[config.mk]
export PLATFORM = sky130hd
export DESIGN_NAME = signed_int_to_decimal_ascii
export DESIGN_NICKNAME = d
export VERILOG_FILES = /design/src/sv/sdta_pkg.sv /design/src/sv/sdta_sign_stage.sv /design/src/sv/sdta_dabble_stage.sv /design/src/sv/sdta_serialiser.sv /design/src/sv/signed_int_to_decimal_ascii.sv
export VERILOG_INCLUDE_DIRS = /design/src /design/src/sv
export SDC_FILE = /design/constraint.sdc
export NUM_CORES = 1
export LEC_CHECK = 0
export BUFFER_PORTS_ARGS = -buffer_cell sky130_fd_sc_hd__buf_2
export CAP_MARGIN = 20
export CELL_PAD_IN_SITES_DETAIL_PLACEMENT = 0
export CELL_PAD_IN_SITES_GLOBAL_PLACEMENT = 2
export CORE_ASPECT_RATIO = 1.25
export CORE_MARGIN = 2
export CORE_UTILIZATION = 25
export CTS_BUF_LIST = sky130_fd_sc_hd__clkbuf_8
export CTS_CLUSTER_SIZE = 30
export DETAILED_ROUTE_END_ITERATION = 10
export PLACE_DENSITY = 0.56
export RECOVER_POWER = 100
export SLEW_MARGIN = 15
export SYNTH_ARGS = -nofsm -noshare
export SYNTH_HDL_FRONTEND = slang
export SYNTH_SLANG_ARGS = --single-unit
[constraint.sdc]
create_clock -name clk -period 9.6 [get_ports clk]
set_input_delay 0.48 -clock clk [delete_from_list [all_inputs] [get_ports clk]]
set_output_delay 0.48 -clock clk [all_outputs]
set_load 0.01 [all_outputs]
[src/sv/signed_int_to_decimal_ascii_macros.svh]
// Assertion macros for the file that carries concurrent checks.
`ifndef SIGNED_INT_TO_DECIMAL_ASCII_MACROS_SVH
`define SIGNED_INT_TO_DECIMAL_ASCII_MACROS_SVH

// Same-cycle implication, checked outside reset.
`define SDTA_ASSERT_SAME(label, ante, cons, msg) \
  label: assert property (@(posedge clk) disable iff (!rst_n) (ante) |-> (cons)) \
    else $error(msg);

// Next-cycle implication, checked outside reset.
`define SDTA_ASSERT_NEXT(label, ante, cons, msg) \
  label: assert property (@(posedge clk) disable iff (!rst_n) (ante) |=> (cons)) \
    else $error(msg);

`endif

[src/sv/sdta_pkg.sv]
package sdta_pkg;

  // Text characters.
  localparam logic [7:0] CHAR_MINUS = 8'd45;
  localparam logic [7:0] CHAR_ZERO  = 8'd48;

  // Conversion geometry: ten BCD digits cover a 32-bit magnitude.
  localparam int VALUE_W        = 32;
  localparam int NUM_DIGITS     = 10;
  localparam int BCD_W          = 4 * NUM_DIGITS;
  localparam int BITS_PER_STAGE = 8;
  localparam int NUM_STAGES     = VALUE_W / BITS_PER_STAGE;

  // Payload carried between conversion stages.
  typedef struct packed {
    logic               neg;
    logic [BCD_W-1:0]   bcd;
    logic [VALUE_W-1:0] bin;
  } conv_t;

  // Handshake of one pipeline link.
  typedef struct packed {
    logic valid;
    logic ready;
  } link_t;

endpackage

[src/sv/sdta_sign_stage.sv]
module sdta_sign_stage (
  input  logic                         clk,
  input  logic                         rst_n,
  input  logic                         in_valid,
  output logic                         in_ready,
  input  logic [sdta_pkg::VALUE_W-1:0] in_value,
  output logic                         out_valid,
  input  logic                         out_ready,
  output sdta_pkg::conv_t              out_data
);
  import sdta_pkg::*;

  logic  valid_r;
  conv_t data_r;
  conv_t data_nxt;

  assign in_ready  = !valid_r || out_ready;
  assign out_valid = valid_r;
  assign out_data  = data_r;

  // Split off the sign and form the unsigned magnitude; the most negative
  // value wraps to its own magnitude in unsigned arithmetic.
  always_comb begin
    data_nxt.neg = in_value[VALUE_W-1];
    data_nxt.bin = in_value[VALUE_W-1] ? (VALUE_W'(0) - in_value) : in_value;
    data_nxt.bcd = '0;
  end

  always_ff @(posedge clk) begin
    if (!rst_n) begin
      valid_r <= 1'b0;
    end else if (in_ready) begin
      valid_r <= in_valid;
    end
  end

  always_ff @(posedge clk) begin
    if (in_ready && in_valid) begin
      data_r <= data_nxt;
    end
  end

endmodule

[src/sv/sdta_dabble_stage.sv]
module sdta_dabble_stage (
  input  logic            clk,
  input  logic            rst_n,
  input  logic            in_valid,
  output logic            in_ready,
  input  sdta_pkg::conv_t in_data,
  output logic            out_valid,
  input  logic            out_ready,
  output sdta_pkg::conv_t out_data
);
  import sdta_pkg::*;

  logic  valid_r;
  conv_t data_r;
  conv_t data_nxt;

  assign in_ready  = !valid_r || out_ready;
  assign out_valid = valid_r;
  assign out_data  = data_r;

  // Shift-and-add-three over a slice of the binary bits: every digit of
  // five or more is corrected before each shift into the BCD word.
  always_comb begin
    logic [BCD_W-1:0]   bcd;
    logic [VALUE_W-1:0] bin;
    logic [3:0]         dig;
    bcd = in_data.bcd;
    bin = in_data.bin;
    for (int s = 0; s < BITS_PER_STAGE; s++) begin
      for (int d = 0; d < NUM_DIGITS; d++) begin
        dig = bcd[d*4 +: 4];
        if (dig >= 4'd5) begin
          bcd[d*4 +: 4] = dig + 4'd3;
        end
      end
      bcd = {bcd[BCD_W-2:0], bin[VALUE_W-1]};
      bin = {bin[VALUE_W-2:0], 1'b0};
    end
    data_nxt.neg = in_data.neg;
    data_nxt.bcd = bcd;
    data_nxt.bin = bin;
  end

  always_ff @(posedge clk) begin
    if (!rst_n) begin
      valid_r <= 1'b0;
    end else if (in_ready) begin
      valid_r <= in_valid;
    end
  end

  always_ff @(posedge clk) begin
    if (in_ready && in_valid) begin
      data_r <= data_nxt;
    end
  end

endmodule

[src/sv/sdta_serialiser.sv]
module sdta_serialiser (
  input  logic            clk,
  input  logic            rst_n,
  input  logic            in_valid,
  output logic            in_ready,
  input  sdta_pkg::conv_t in_data,
  output logic            out_valid,
  input  logic            out_ready,
  output logic [7:0]      out_char,
  output logic            out_last
);
  import sdta_pkg::*;

  logic             busy_r;
  logic             minus_r;
  logic [3:0]       pos_r;
  logic [BCD_W-1:0] digits_r;
  logic [3:0]       lead;
  logic             out_fire;

  // Position of the most significant non-zero digit, zero when all are zero.
  always_comb begin
    lead = 4'd0;
    for (int i = 0; i < NUM_DIGITS; i++) begin
      if (in_data.bcd[i*4 +: 4] != 4'd0) begin
        lead = 4'(i);
      end
    end
  end

  // Present the sign first, then the digits from the leading one down.
  assign out_valid = busy_r;
  assign out_char  = minus_r ? CHAR_MINUS : (CHAR_ZERO + {4'd0, digits_r[pos_r*4 +: 4]});
  assign out_last  = !minus_r && (pos_r == 4'd0);
  assign out_fire  = busy_r && out_ready;

  // A new number loads as soon as the final character of the last one leaves.
  assign in_ready = !busy_r || (out_fire && out_last);

  always_ff @(posedge clk) begin
    if (!rst_n) begin
      busy_r  <= 1'b0;
      minus_r <= 1'b0;
      pos_r   <= 4'd0;
    end else if (in_ready && in_valid) begin
      busy_r  <= 1'b1;
      minus_r <= in_data.neg;
      pos_r   <= lead;
    end else if (out_fire) begin
      if (minus_r) begin
        minus_r <= 1'b0;
      end else if (pos_r == 4'd0) begin
        busy_r <= 1'b0;
      end else begin
        pos_r <= pos_r - 4'd1;
      end
    end
  end

  always_ff @(posedge clk) begin
    if (in_ready && in_valid) begin
      digits_r <= in_data.bcd;
    end
  end

endmodule

[src/sv/signed_int_to_decimal_ascii.sv]
// Channel  Direction  tdata (low bit up)         tuser / tlast
// in_      slave      [31:0] value (signed)      none
// out_     master     [7:0]  char_code           tlast = last_char
//
// A number passes a sign stage and four shift-add-three stages of eight bits
// each before the character stage offers its first character.
// The character stage sends one beat per cycle while out_tready is high, so
// a number's text of 1 to 11 characters leaves one character per beat.
// Reset clears the valid bits and the character position; no stage needs a clearing pass.
// A stall on the output holds every stage that holds a number, and no beat is lost or repeated.
`include "signed_int_to_decimal_ascii_macros.svh"

module signed_int_to_decimal_ascii (
  input  logic        clk,
  input  logic        rst_n,
  input  logic        in_tvalid,
  output logic        in_tready,
  input  logic signed [31:0] in_tdata,   // [31:0] value
  output logic        out_tvalid,
  input  logic        out_tready,
  output logic [7:0]  out_tdata,         // [7:0] char_code
  output logic        out_tlast
);
  import sdta_pkg::*;

  link_t link      [NUM_STAGES+1];
  conv_t link_data [NUM_STAGES+1];

  // Sign and magnitude.
  sdta_sign_stage u_sign (
    .clk       (clk),
    .rst_n     (rst_n),
    .in_valid  (in_tvalid),
    .in_ready  (in_tready),
    .in_value  (in_tdata),
    .out_valid (link[0].valid),
    .out_ready (link[0].ready),
    .out_data  (link_data[0])
  );

  // Binary to BCD, eight bits per stage.
  for (genvar g = 0; g < NUM_STAGES; g++) begin : g_dabble
    sdta_dabble_stage u_dabble (
      .clk       (clk),
      .rst_n     (rst_n),
      .in_valid  (link[g].valid),
      .in_ready  (link[g].ready),
      .in_data   (link_data[g]),
      .out_valid (link[g+1].valid),
      .out_ready (link[g+1].ready),
      .out_data  (link_data[g+1])
    );
  end

  // One character per beat.
  sdta_serialiser u_ser (
    .clk       (clk),
    .rst_n     (rst_n),
    .in_valid  (link[NUM_STAGES].valid),
    .in_ready  (link[NUM_STAGES].ready),
    .in_data   (link_data[NUM_STAGES]),
    .out_valid (out_tvalid),
    .out_ready (out_tready),
    .out_char  (out_tdata),
    .out_last  (out_tlast)
  );

  // Character classes and mid-run beats seen on the output.
  logic out_is_minus;
  logic out_is_digit;
  logic out_mid_beat;

  assign out_is_minus = (out_tdata == CHAR_MINUS);
  assign out_is_digit = (out_tdata >= CHAR_ZERO) && (out_tdata <= CHAR_ZERO + 8'd9);
  assign out_mid_beat = out_tvalid && out_tready && !out_tlast;

  // Checks on the character stream.
  `SDTA_ASSERT_SAME(a_minus_not_last, out_tvalid && out_is_minus, !out_tlast, "sign marked last")
  `SDTA_ASSERT_SAME(a_char_legal, out_tvalid, out_is_minus || out_is_digit, "illegal character")
  `SDTA_ASSERT_NEXT(a_run_continues, out_mid_beat, out_tvalid, "run broken before last character")

endmodule
# ---- Word level (Yosys, flattened, before mapping)
# Cells that the tools add are included.
dict set report totals {
  regBits 284
  output_inout_bits 11
  elab_cells 882
}
dict set report op_classes {
  n_reduce_logical 36
  n_addsub 268
  eq_ne 2
  n_mux 286
  shifts 1
  order_cmp 265
}
# operator n
set op_table {}
lappend op_table {{>= comparator 4 x 3 -> 1 bit (second input constant)} 255}
lappend op_table {{two-way mux 4 bit} 248}
lappend op_table {{adder 4 x 2 -> 4 bit (second input constant)} 234}
lappend op_table {{two-way mux 3 bit} 26}
lappend op_table {{adder 3 x 2 -> 3 bit (second input constant)} 21}
lappend op_table {{indexed part select 40 x 7 -> 4 bit} 1}
lappend op_table {{nonzero test 4 bit} 9}
lappend op_table {{subtractor 1 x 32 -> 32 bit (first input constant)} 1}
lappend op_table {{two-way mux 31 bit} 1}
lappend op_table {{adder 1 x 2 -> 3 bit (second input constant)} 9}
lappend op_table {{>= comparator 1 x 3 -> 1 bit (second input constant)} 9}
lappend op_table {{logical AND 1 bit} 9}
lappend op_table {{two-way mux 1 bit} 8}
lappend op_table {{two-way mux 8 bit} 1}
lappend op_table {{adder 6 x 4 -> 7 bit (first input constant)} 1}
lappend op_table {{logical NOT 1 bit} 7}
lappend op_table {{logical OR 1 bit} 6}
lappend op_table {{AND reduction 3 bit} 2}
lappend op_table {{logical NOT 4 bit} 1}
lappend op_table {{two-way mux 2 bit} 2}
lappend op_table {{inequality test 2 bit (second input constant)} 2}
lappend op_table {{nonzero test 2 bit} 2}
lappend op_table {{subtractor 4 x 1 -> 4 bit (second input constant)} 1}
lappend op_table {{adder 1 x 2 -> 3 bit (both inputs constant)} 1}
lappend op_table {{>= comparator 1 x 3 -> 1 bit (both inputs constant)} 1}

# ---- Logic depth before layout (Yosys ltp)
# Gate-level depths: netlist of run 1.
dict set report logic_depth {
  depth_word 16
  ltp_mapped 38
}

# ---- Hierarchy
# A second synthesis of run 1 with hierarchy kept.
dict set report unflattened {
  hier_cells 7494
  area_unflattened_um2 57154.8
}
# module seq_area_each_um2 area_each_um2 n_inst cells_per_inst
set by_module_without_submodules {}
lappend by_module_without_submodules {sdta_dabble_stage 1971.9 13230.2 4 1792}
lappend by_module_without_submodules {sdta_sign_stage 1011.0 2137.0 1 182}
lappend by_module_without_submodules {sdta_serialiser 1321.3 2097.0 1 144}

# ---- Least setup slack after synthesis of run 1
# OpenSTA, ideal clock, no wires.
dict set report synth_timing {
  path_kind {register to register}
  startpoint {register g_dabble[0].u_dabble.data_r, in the netlist g_dabble[0].u_dabble.out_data[32]}
  endpoint {register g_dabble[1].u_dabble.data_r, in the netlist g_dabble[1].u_dabble.out_data[40] (data pin)}
  slack_ns 2.892
  stages_incl_launch_ff 32
  t_arrival_ns 6.439
  t_required_ns 9.332
  setup_ns 0.268
  n_path_buf 0
  cell_sequence {edfxtp_1 -> inv_1 -> ha_1 -> nand2b_1 -> nor3b_1 -> a21oi_1 -> inv_1 -> ha_1 -> o21ai_0 -> o2bb2ai_1 -> ha_1 -> inv_1 -> and4_1 -> o31a_1 -> or2_2 -> ha_1 -> and2_1 -> a221oi_1 -> o221ai_1 -> o21a_1 -> a21oi_1 -> inv_1 -> ha_1 -> o21bai_1 -> a21oi_1 -> nor2_1 -> ha_1 -> nor2_1 -> and2_1 -> o32a_1 -> a211oi_1 -> xor2_1}
}
# element line_no
set synth_rtl {}
lappend synth_rtl {{from (decl)} sdta_dabble_stage.sv:14} ;# conv_t data_r;
lappend synth_rtl {{from (signal assigned)} sdta_dabble_stage.sv:54} ;# data_r <= data_nxt;
lappend synth_rtl {{to (signal assigned)} sdta_dabble_stage.sv:54}
lappend synth_rtl {{to (decl)} sdta_dabble_stage.sv:14}

==> summary.md, run 1 <==
| Metric | Value |
|---|---|
| Outcome | `complete, but fails checks` |
| Failing checks | `capacitance limit, slew limit` |
| Leading post-synthesis cells by cell area | `edfxtp_1 25%, ha_1 6.8%, a21oi_1 4.5%` |
| Core Box Area | `108300 µm²` |
| Compound-gate portion of the synthesized area | `30.94%` |
| Syn avg cell area | `8.135 µm²` |
| Hold Path Depth | `2` |
| Post-Synthesis Cells | `3355` |
| Critical path endpoint category | `flop` |
| Sink Count | `238` |
| Post-layout util | `27.56%` |
| Detailed Route WL | `68.85 mm` |
| Synth top area share | `24.97%` |
| Post-synth top cells | `285 x nand2_1, 283 x nor2_1, 248 x a21oi_1` |
| GRT Residual Overflow | `0` |
| Unrepaired setup endpoints after global routing | `false` |
| Vias per cell | `5.013` |
| Post-synth EDFFs | `227` |
| Post-synth cell types | `118` |
| Final Cycle Share | `81.50%` |
| First-pass GRT wire length | `116.6 mm` |
| GP Congestion | `0.7390` |
| Nets | `3552` |
| Die X | `299.5 µm` |
| Die area | `111900 µm²` |
| Area grow syn2layout | `9.311%` |
| Worst-Margin Slew | `2266 ps` |
| Share of post-route cells with drive strength above 1 | `8.458%` |
| Post-synthesis cell area | `27290 µm²` |
| Worst-path clk slew | `60 ps` |
| Crit-path most repeated cell | `ha_1` |
| Yosys reg bits | `238` |
| # rows | `135` |
| # IOs | `47` |
| Starting Density | `25.21%` |
| CTS tree | `yes` |
| CTS buffer count | `47` |
| DRT iter0 DRCs | `1172` |
| Hold Fails Final Rpt | `0` |
| Finish-stage setup viols | `0` |
| Via count | `24280` |
| Root Driver | `clkbuf_8` |
| Register area share after synthesis | `25.78%` |
| HP Class | `input pin to flop` |
| Overall Global Routing Usage | `12.09%` |
| Worst setup margin | `1776 ps` |
| Setup Buffers After CTS | `0` |
| Port Buffers | `43` |
| Fmax | `127.8 MHz` |
| Number of global-route vias before repair | `23550` |
| Worst Skew | `71.84 ps` |
| CP Data Required Time | `9990 ps` |
| Layer with the highest usage | `met2` |
| Post-synthesis mux area share | `7.472%` |
| Global routing usage on met3 | `1.581%` |
| Post-route minimum period | `7824 ps` |
| Yosys warning count | `0` |
| Crit path kind | `flop to flop` |
| Cts hold-fix bufs | `1` |
| Crit start category | `flop` |
| Post-CTS Resized | `0` |
| Wirelength per Cell | `14.21 µm` |
| Setup tns final | `0 ps` |
| Reg2Reg Depth | `31` |
| Initial antenna violation count | `2` |
| Final Slew Violations | `217` |
| Die height | `373.4 µm` |
| Synth Area in Adders | `7.023%` |
| Detailed Routing Iterations Pass 1 | `5` |
| Clock Latency Late Sink | `690 ps` |
| Top_reg_cell synth | `edfxtp_1` |
| DRC | `0` |
| Antenna viol nets, final | `0` |
| Most numerous cell in the Yosys netlist | `nand2_1` |
| Grt met1 use | `14.60%` |
| Largest family of logic cells by synthesized area | `compound AO/OA/AOI/OAI gates` |
| Largest stage delay, worst path | `510 ps` |
| Clock Path Buffers | `3` |
| Worst path slowest cell | `edfxtp_1` |
| CP arrival | `8210 ps` |
| Asr flop ratio synth | `0%` |
| Met2 Use GR | `22.45%` |
| Max Cap Viol | `6` |
| Max Fanout on Critical Path | `8` |
| Post-detail-place hpwl | `53.28 mm` |
| XOR/XNOR Fraction of Synth Area | `4.502%` |
| Pre-CTS setup slack | `1833 ps` |
| Largest net degree at the start of global routing | `42` |
| Yosys top cell by area | `edfxtp_1` |
| H-tree depth | `2` |
| DP Area | `29070 µm²` |
| Post-synthesis simple-gate area fraction | `19.54%` |
| Max_slew headroom | `-51.06%` |
| Final Cell Area | `29830 µm²` |
[per-stage QoR]
stage / hold slack [ps] / std cells
2_1_floorplan: 400.3 / 3356
3_3_place_gp: 401.7 / 4754
3_5_place_dp: 404.5 / 4754
4_1_cts: 0.9171 / 4842
5_1_grt: 47.53 / 4844
6_report: 101.5 / 4844
[cells by family after synthesis]
kind of cell	Yosys count
multiplexers	182
flip-flops	238
buffers and inverters	328
AND/OR/NAND/NOR	1093
adder cells (fa/ha/maj)	154
other	2
XOR/XNOR	134
AO/OA/AOI/OAI	1224
[worst max-delay path, delay by kind of cell, from the launching register on]
| family | cells | cell delay, ps |
|---|---|---|
| XOR/XNOR | 1 | 100 |
| buffers and inverters | 4 | 610 |
| flip-flops | 1 | 510 |
| adder cells (fa/ha/maj) | 6 | 1560 |
| AO/OA/AOI/OAI | 12 | 3400 |
| AND/OR/NAND/NOR | 8 | 1350 |
[cells in the final DEF, fill, tap and decap left out, types with 51 or more instances in the layout]
cell type and count:
nand2_1 285, nor2_1 283, a21oi_1 249, o21ai_0 240, edfxtp_1 227, inv_1 225, ha_1 149, mux2i_1 116
xnor2_1 101, nand3_1 78, nor3_1 75, nand2b_1 73, a211oi_1 65, o21a_1 63, o211ai_1 52, nor2b_1 51
[per-layer routing]
metal / wire [µm] / part of all wire (%)
met4: 1183 / 1.7
met3: 1560 / 2.3
met5: 0 / 0
met1: 30850 / 45
met2: 35260 / 51
[worst paths after layout]
check                                                   start                                          end  slack [ps]
setup / recovery  g_dabble[0].u_dabble.out_data[32]$_DFFE_PP_  g_dabble[1].u_dabble.out_data[40]$_DFFE_PP_        1780
hold / removal                                    in_tdata[4]                 u_sign.out_data[4]$_DFFE_PP_         100
setup reg to reg  g_dabble[0].u_dabble.out_data[32]$_DFFE_PP_  g_dabble[1].u_dabble.out_data[40]$_DFFE_PP_        1780
hold reg to reg   g_dabble[3].u_dabble.out_data[32]$_DFFE_PP_                  u_ser.digits_r[0]$_DFFE_PP_         410
[final cells by class]
| cell class | count | area [µm²] |
|---|---|---|
| Clock inverter | 40 | 230.2 |
| Antenna cell | 1 | 2.502 |
| Fill cell | 11800 | 78440 |
| Multi-Input combinational cell | 2790 | 18930 |
| Timing Repair Buffer | 63 | 332.8 |
| Inverter | 227 | 852.1 |
| Tap cell | 1438 | 1799 |
| Clock buffer | 47 | 646.9 |
| Sequential cell | 238 | 7037 |
[sequential cells by signal (all words and copies together) (netlist names)]
register and cells:
u_ser.minus_r 1, u_ser.out_valid 1, u_ser.pos_r 4, g_dabble.u_dabble.out_valid 4, u_sign.out_valid 1, g_dabble.u_dabble.out_data 154
u_sign.out_data 33, u_ser.digits_r 40
Power of run 1 is not shown: default switching activity piles up to over one toggle a cycle in this logic, so the estimate is an artifact.
==> inputs of run 2 (changes only) <==
--- a/config.mk
+++ b/config.mk
@@ -16,7 +16,7 @@
 export CTS_BUF_LIST = sky130_fd_sc_hd__clkbuf_8
 export CTS_CLUSTER_SIZE = 30
 export DETAILED_ROUTE_END_ITERATION = 10
-export PLACE_DENSITY = 0.56
+export PLACE_DENSITY = 0.58
 export RECOVER_POWER = 100
 export SLEW_MARGIN = 15
 export SYNTH_ARGS = -nofsm -noshare
==> constraint.sdc (replaced) <==
create_clock -name clk -period 6.49 [get_ports clk]
set_input_delay 0.3245 -clock clk [delete_from_list [all_inputs] [get_ports clk]]
set_output_delay 0.3245 -clock clk [all_outputs]
set_load 0.01 [all_outputs]
==> summary.md, run 2 (synthesized netlist as in run 1, its figures left out) <==
| Metric | Value |
|---|---|
| # rows | `135` |
| CTS tree | `yes` |
| Worst Skew | `44.59 ps` |
| Max_slew headroom | `-68.40%` |
| Hold Fails Final Rpt | `0` |
| Hold Crit Start | `out_tready` |
| Clock Latency Late Sink | `690 ps` |
| Met2 Use GR | `22.98%` |
| Final Slew Violations | `145` |
| Critical path endpoint category | `flop` |
| Max Cap Viol | `4` |
| Nets | `3961` |
| Reg-to-reg endpoint | `g_dabble[3].u_dabble.out_data[65]$_DFFE_PP_` |
| Overall Global Routing Usage | `12.24%` |
| Worst reg2reg setup slack | `340 ps` |
| Hold Path Depth | `3` |
| Post-layout util | `31.59%` |
| Grt met1 use | `14.65%` |
| Register area | `7037 µm²` |
| Final-layout fill cell count | `11570` |
| Die X | `299.5 µm` |
| # IOs | `47` |
| DRC | `0` |
| Clock Path Buffers | `3` |
| GRT Residual Overflow | `0` |
| Share of post-route cells with drive strength above 1 | `22.71%` |
| Worst-Margin Slew | `2526 ps` |
| Failing checks | `capacitance limit, slew limit` |
| Buffers & Inverters on Critical Path | `3` |
| Crit path kind | `flop to flop` |
| Antenna viol nets, final | `0` |
| GP Congestion | `0.7662` |
| Area grow syn2layout | `25.30%` |
| Fmax | `162.6 MHz` |
| CP Data Required Time | `6890 ps` |
| Max FFs per register | `154` |
| Global routing usage on met3 | `1.611%` |
| Hold WS | `73.00 ps` |
| Root Driver | `clkbuf_8` |
| Die area | `111900 µm²` |
| Largest net degree at the start of global routing | `42` |
| HP Class | `input pin to flop` |
| Number of global-route vias before repair | `24940` |
| CTS buffer count | `49` |
| Cell Count, Final, Fillers Out | `5256` |
| Post-route minimum period | `6150 ps` |
| Crit start category | `flop` |
| Critical path's top delay family | `compound AO/OA/AOI/OAI gates` |
| Starting Density | `25.21%` |
| Via count | `25750` |
| Layer with the highest usage | `met2` |
| Worst path slowest cell | `or4_4` |
| Final Cycle Share | `94.76%` |
| Post-detail-place hpwl | `54.87 mm` |
| Sink Count | `238` |
| Worst path cell trace | `ha_1 -> nand2b_1 -> a211o_1 -> a211o_1 -> and3_1 -> o22a_1 -> o21ai_0 -> and2_0 -> ha_2 -> buf_4 -> nor2_1 -> a311o_1 -> a32oi_1 -> buf_4 -> a211oi_1 -> or4_4 -> o31ai_4 -> o31ai_4 -> mux2i_1 -> a311o_1 -> buf_6 -> nand2_1 -> nor2_1 -> o31a_1` |
| Wirelength per Cell | `13.53 µm` |
| Initial antenna violation count | `1` |
| Post-Place Cells | `5081` |
| Area occupied by multi-input gates | `20080 µm²` |
| Unrepaired setup endpoints after global routing | `true` |
| Hold Crit Endpoint | `u_ser.out_valid$_SDFFE_PN0P_` |
| Most frequent cells in the layout | `374 x buf_4, 281 x nand2_1, 270 x nor2_1` |
| Detailed Routing Iterations Pass 1 | `5` |
| Reg2reg start | `g_dabble[2].u_dabble.out_data[48]$_DFFE_PP_` |
| H-tree depth | `2` |
| Port Buffers | `43` |
| Outcome | `complete, but fails checks` |
| Reg2Reg Depth | `24` |
| DRT iter0 DRCs | `958` |
| First-pass GRT wire length | `118.6 mm` |
| Detailed Route WL | `71.12 mm` |
| Worst-path clk slew | `60 ps` |
| Vias per cell | `4.900` |
| Core Box Area | `108300 µm²` |
| CP arrival | `6550 ps` |
| Max Fanout on Critical Path | `8` |
| Die height | `373.4 µm` |
| Most common cell after layout, fill and taps aside | `buf_4` |
| Largest stage delay, worst path | `560 ps` |
| Finish-stage setup viols | `0` |
==> run 2: worst max path at each step <==
stage,startpoint,end,slack (ps),cells after the start
5_1_grt,g_dabble[2].u_dabble.out_data[52]$_DFFE_PP_,g_dabble[3].u_dabble.out_data[56]$_DFFE_PP_,-80,33
3_3_place_gp,g_dabble[0].u_dabble.out_data[37]$_DFFE_PP_,g_dabble[1].u_dabble.out_data[50]$_DFFE_PP_,50,36
6_report,g_dabble[2].u_dabble.out_data[48]$_DFFE_PP_,g_dabble[3].u_dabble.out_data[65]$_DFFE_PP_,340,24
2_1_floorplan,g_dabble[0].u_dabble.out_data[32]$_DFFE_PP_,g_dabble[1].u_dabble.out_data[43]$_DFFE_PP_,5,32
3_5_place_dp,g_dabble[1].u_dabble.out_data[48]$_DFFE_PP_,g_dabble[2].u_dabble.out_data[59]$_DFFE_PP_,-30,34
4_1_cts,g_dabble[2].u_dabble.out_data[61]$_DFFE_PP_,g_dabble[3].u_dabble.out_data[70]$_DFFE_PP_,6,35
==> run 2: stage by stage <==
| step | setup TNS [ps] | worst slack [ps] | instance area, µm² |
|---|---|---|---|
| 6_report | 0 | 340.2 | 34200 |
| 5_1_grt | -968.3 | -75.88 | 34200 |
| 4_1_cts | 0 | 5.922 | 32940 |
| 3_5_place_dp | -70.88 | -29.98 | 31570 |
| 3_3_place_gp | 0 | 49.08 | 31570 |
| 2_1_floorplan | 0 | 5.491 | 27340 |
==> run 2: what timing repair did <==
item                                    in CTS  in global routing
buffers inserted                             1                 45
hold buffers                                35                  0
endpoints found under the setup margin       9                 75
gates resized for setup                      5                257
pin swaps                                    2                 95
endpoints found under the hold margin       40                  0
==> run 2: final cells by class <==
| type | instances | share of cell area [%] |
|---|---|---|
| Antenna cell | 1 | 0.007317 |
| Clock buffer | 49 | 1.972 |
| Clock inverter | 43 | 0.9146 |
| Inverter | 227 | 2.491 |
| Multi-Input combinational cell | 2790 | 58.73 |
| Sequential cell | 238 | 20.58 |
| Tap cell | 1438 | 5.261 |
| Timing Repair Buffer | 470 | 10.05 |
==> run 2: worst register-to-register path, cell delays in order (launching register included) <==
cell and delay, ps:
edfxtp_1 430, ha_1 260, nand2b_1 170, a211o_1 380, a211o_1 360, and3_1 280, o22a_1 200, o21ai_0 250
and2_0 170, ha_2 190, buf_4 110, nor2_1 40, a311o_1 380, a32oi_1 290, buf_4 180, a211oi_1 60
or4_4 560, o31ai_4 380, o31ai_4 110, mux2i_1 140, a311o_1 380, buf_6 180, nand2_1 80, nor2_1 40
o31a_1 270
==> run 2: metal layers <==
| layer | wire, µm | up-vias |
|---|---|---|
| li1 | - | 13550 |
| met1 | 32190 | 11960 |
| met2 | 36200 | 167 |
| met3 | 1500 | 76 |
| met4 | 1224 | 0 |
| met5 | 0 | - |
Power of run 2 is left out for the same reason.
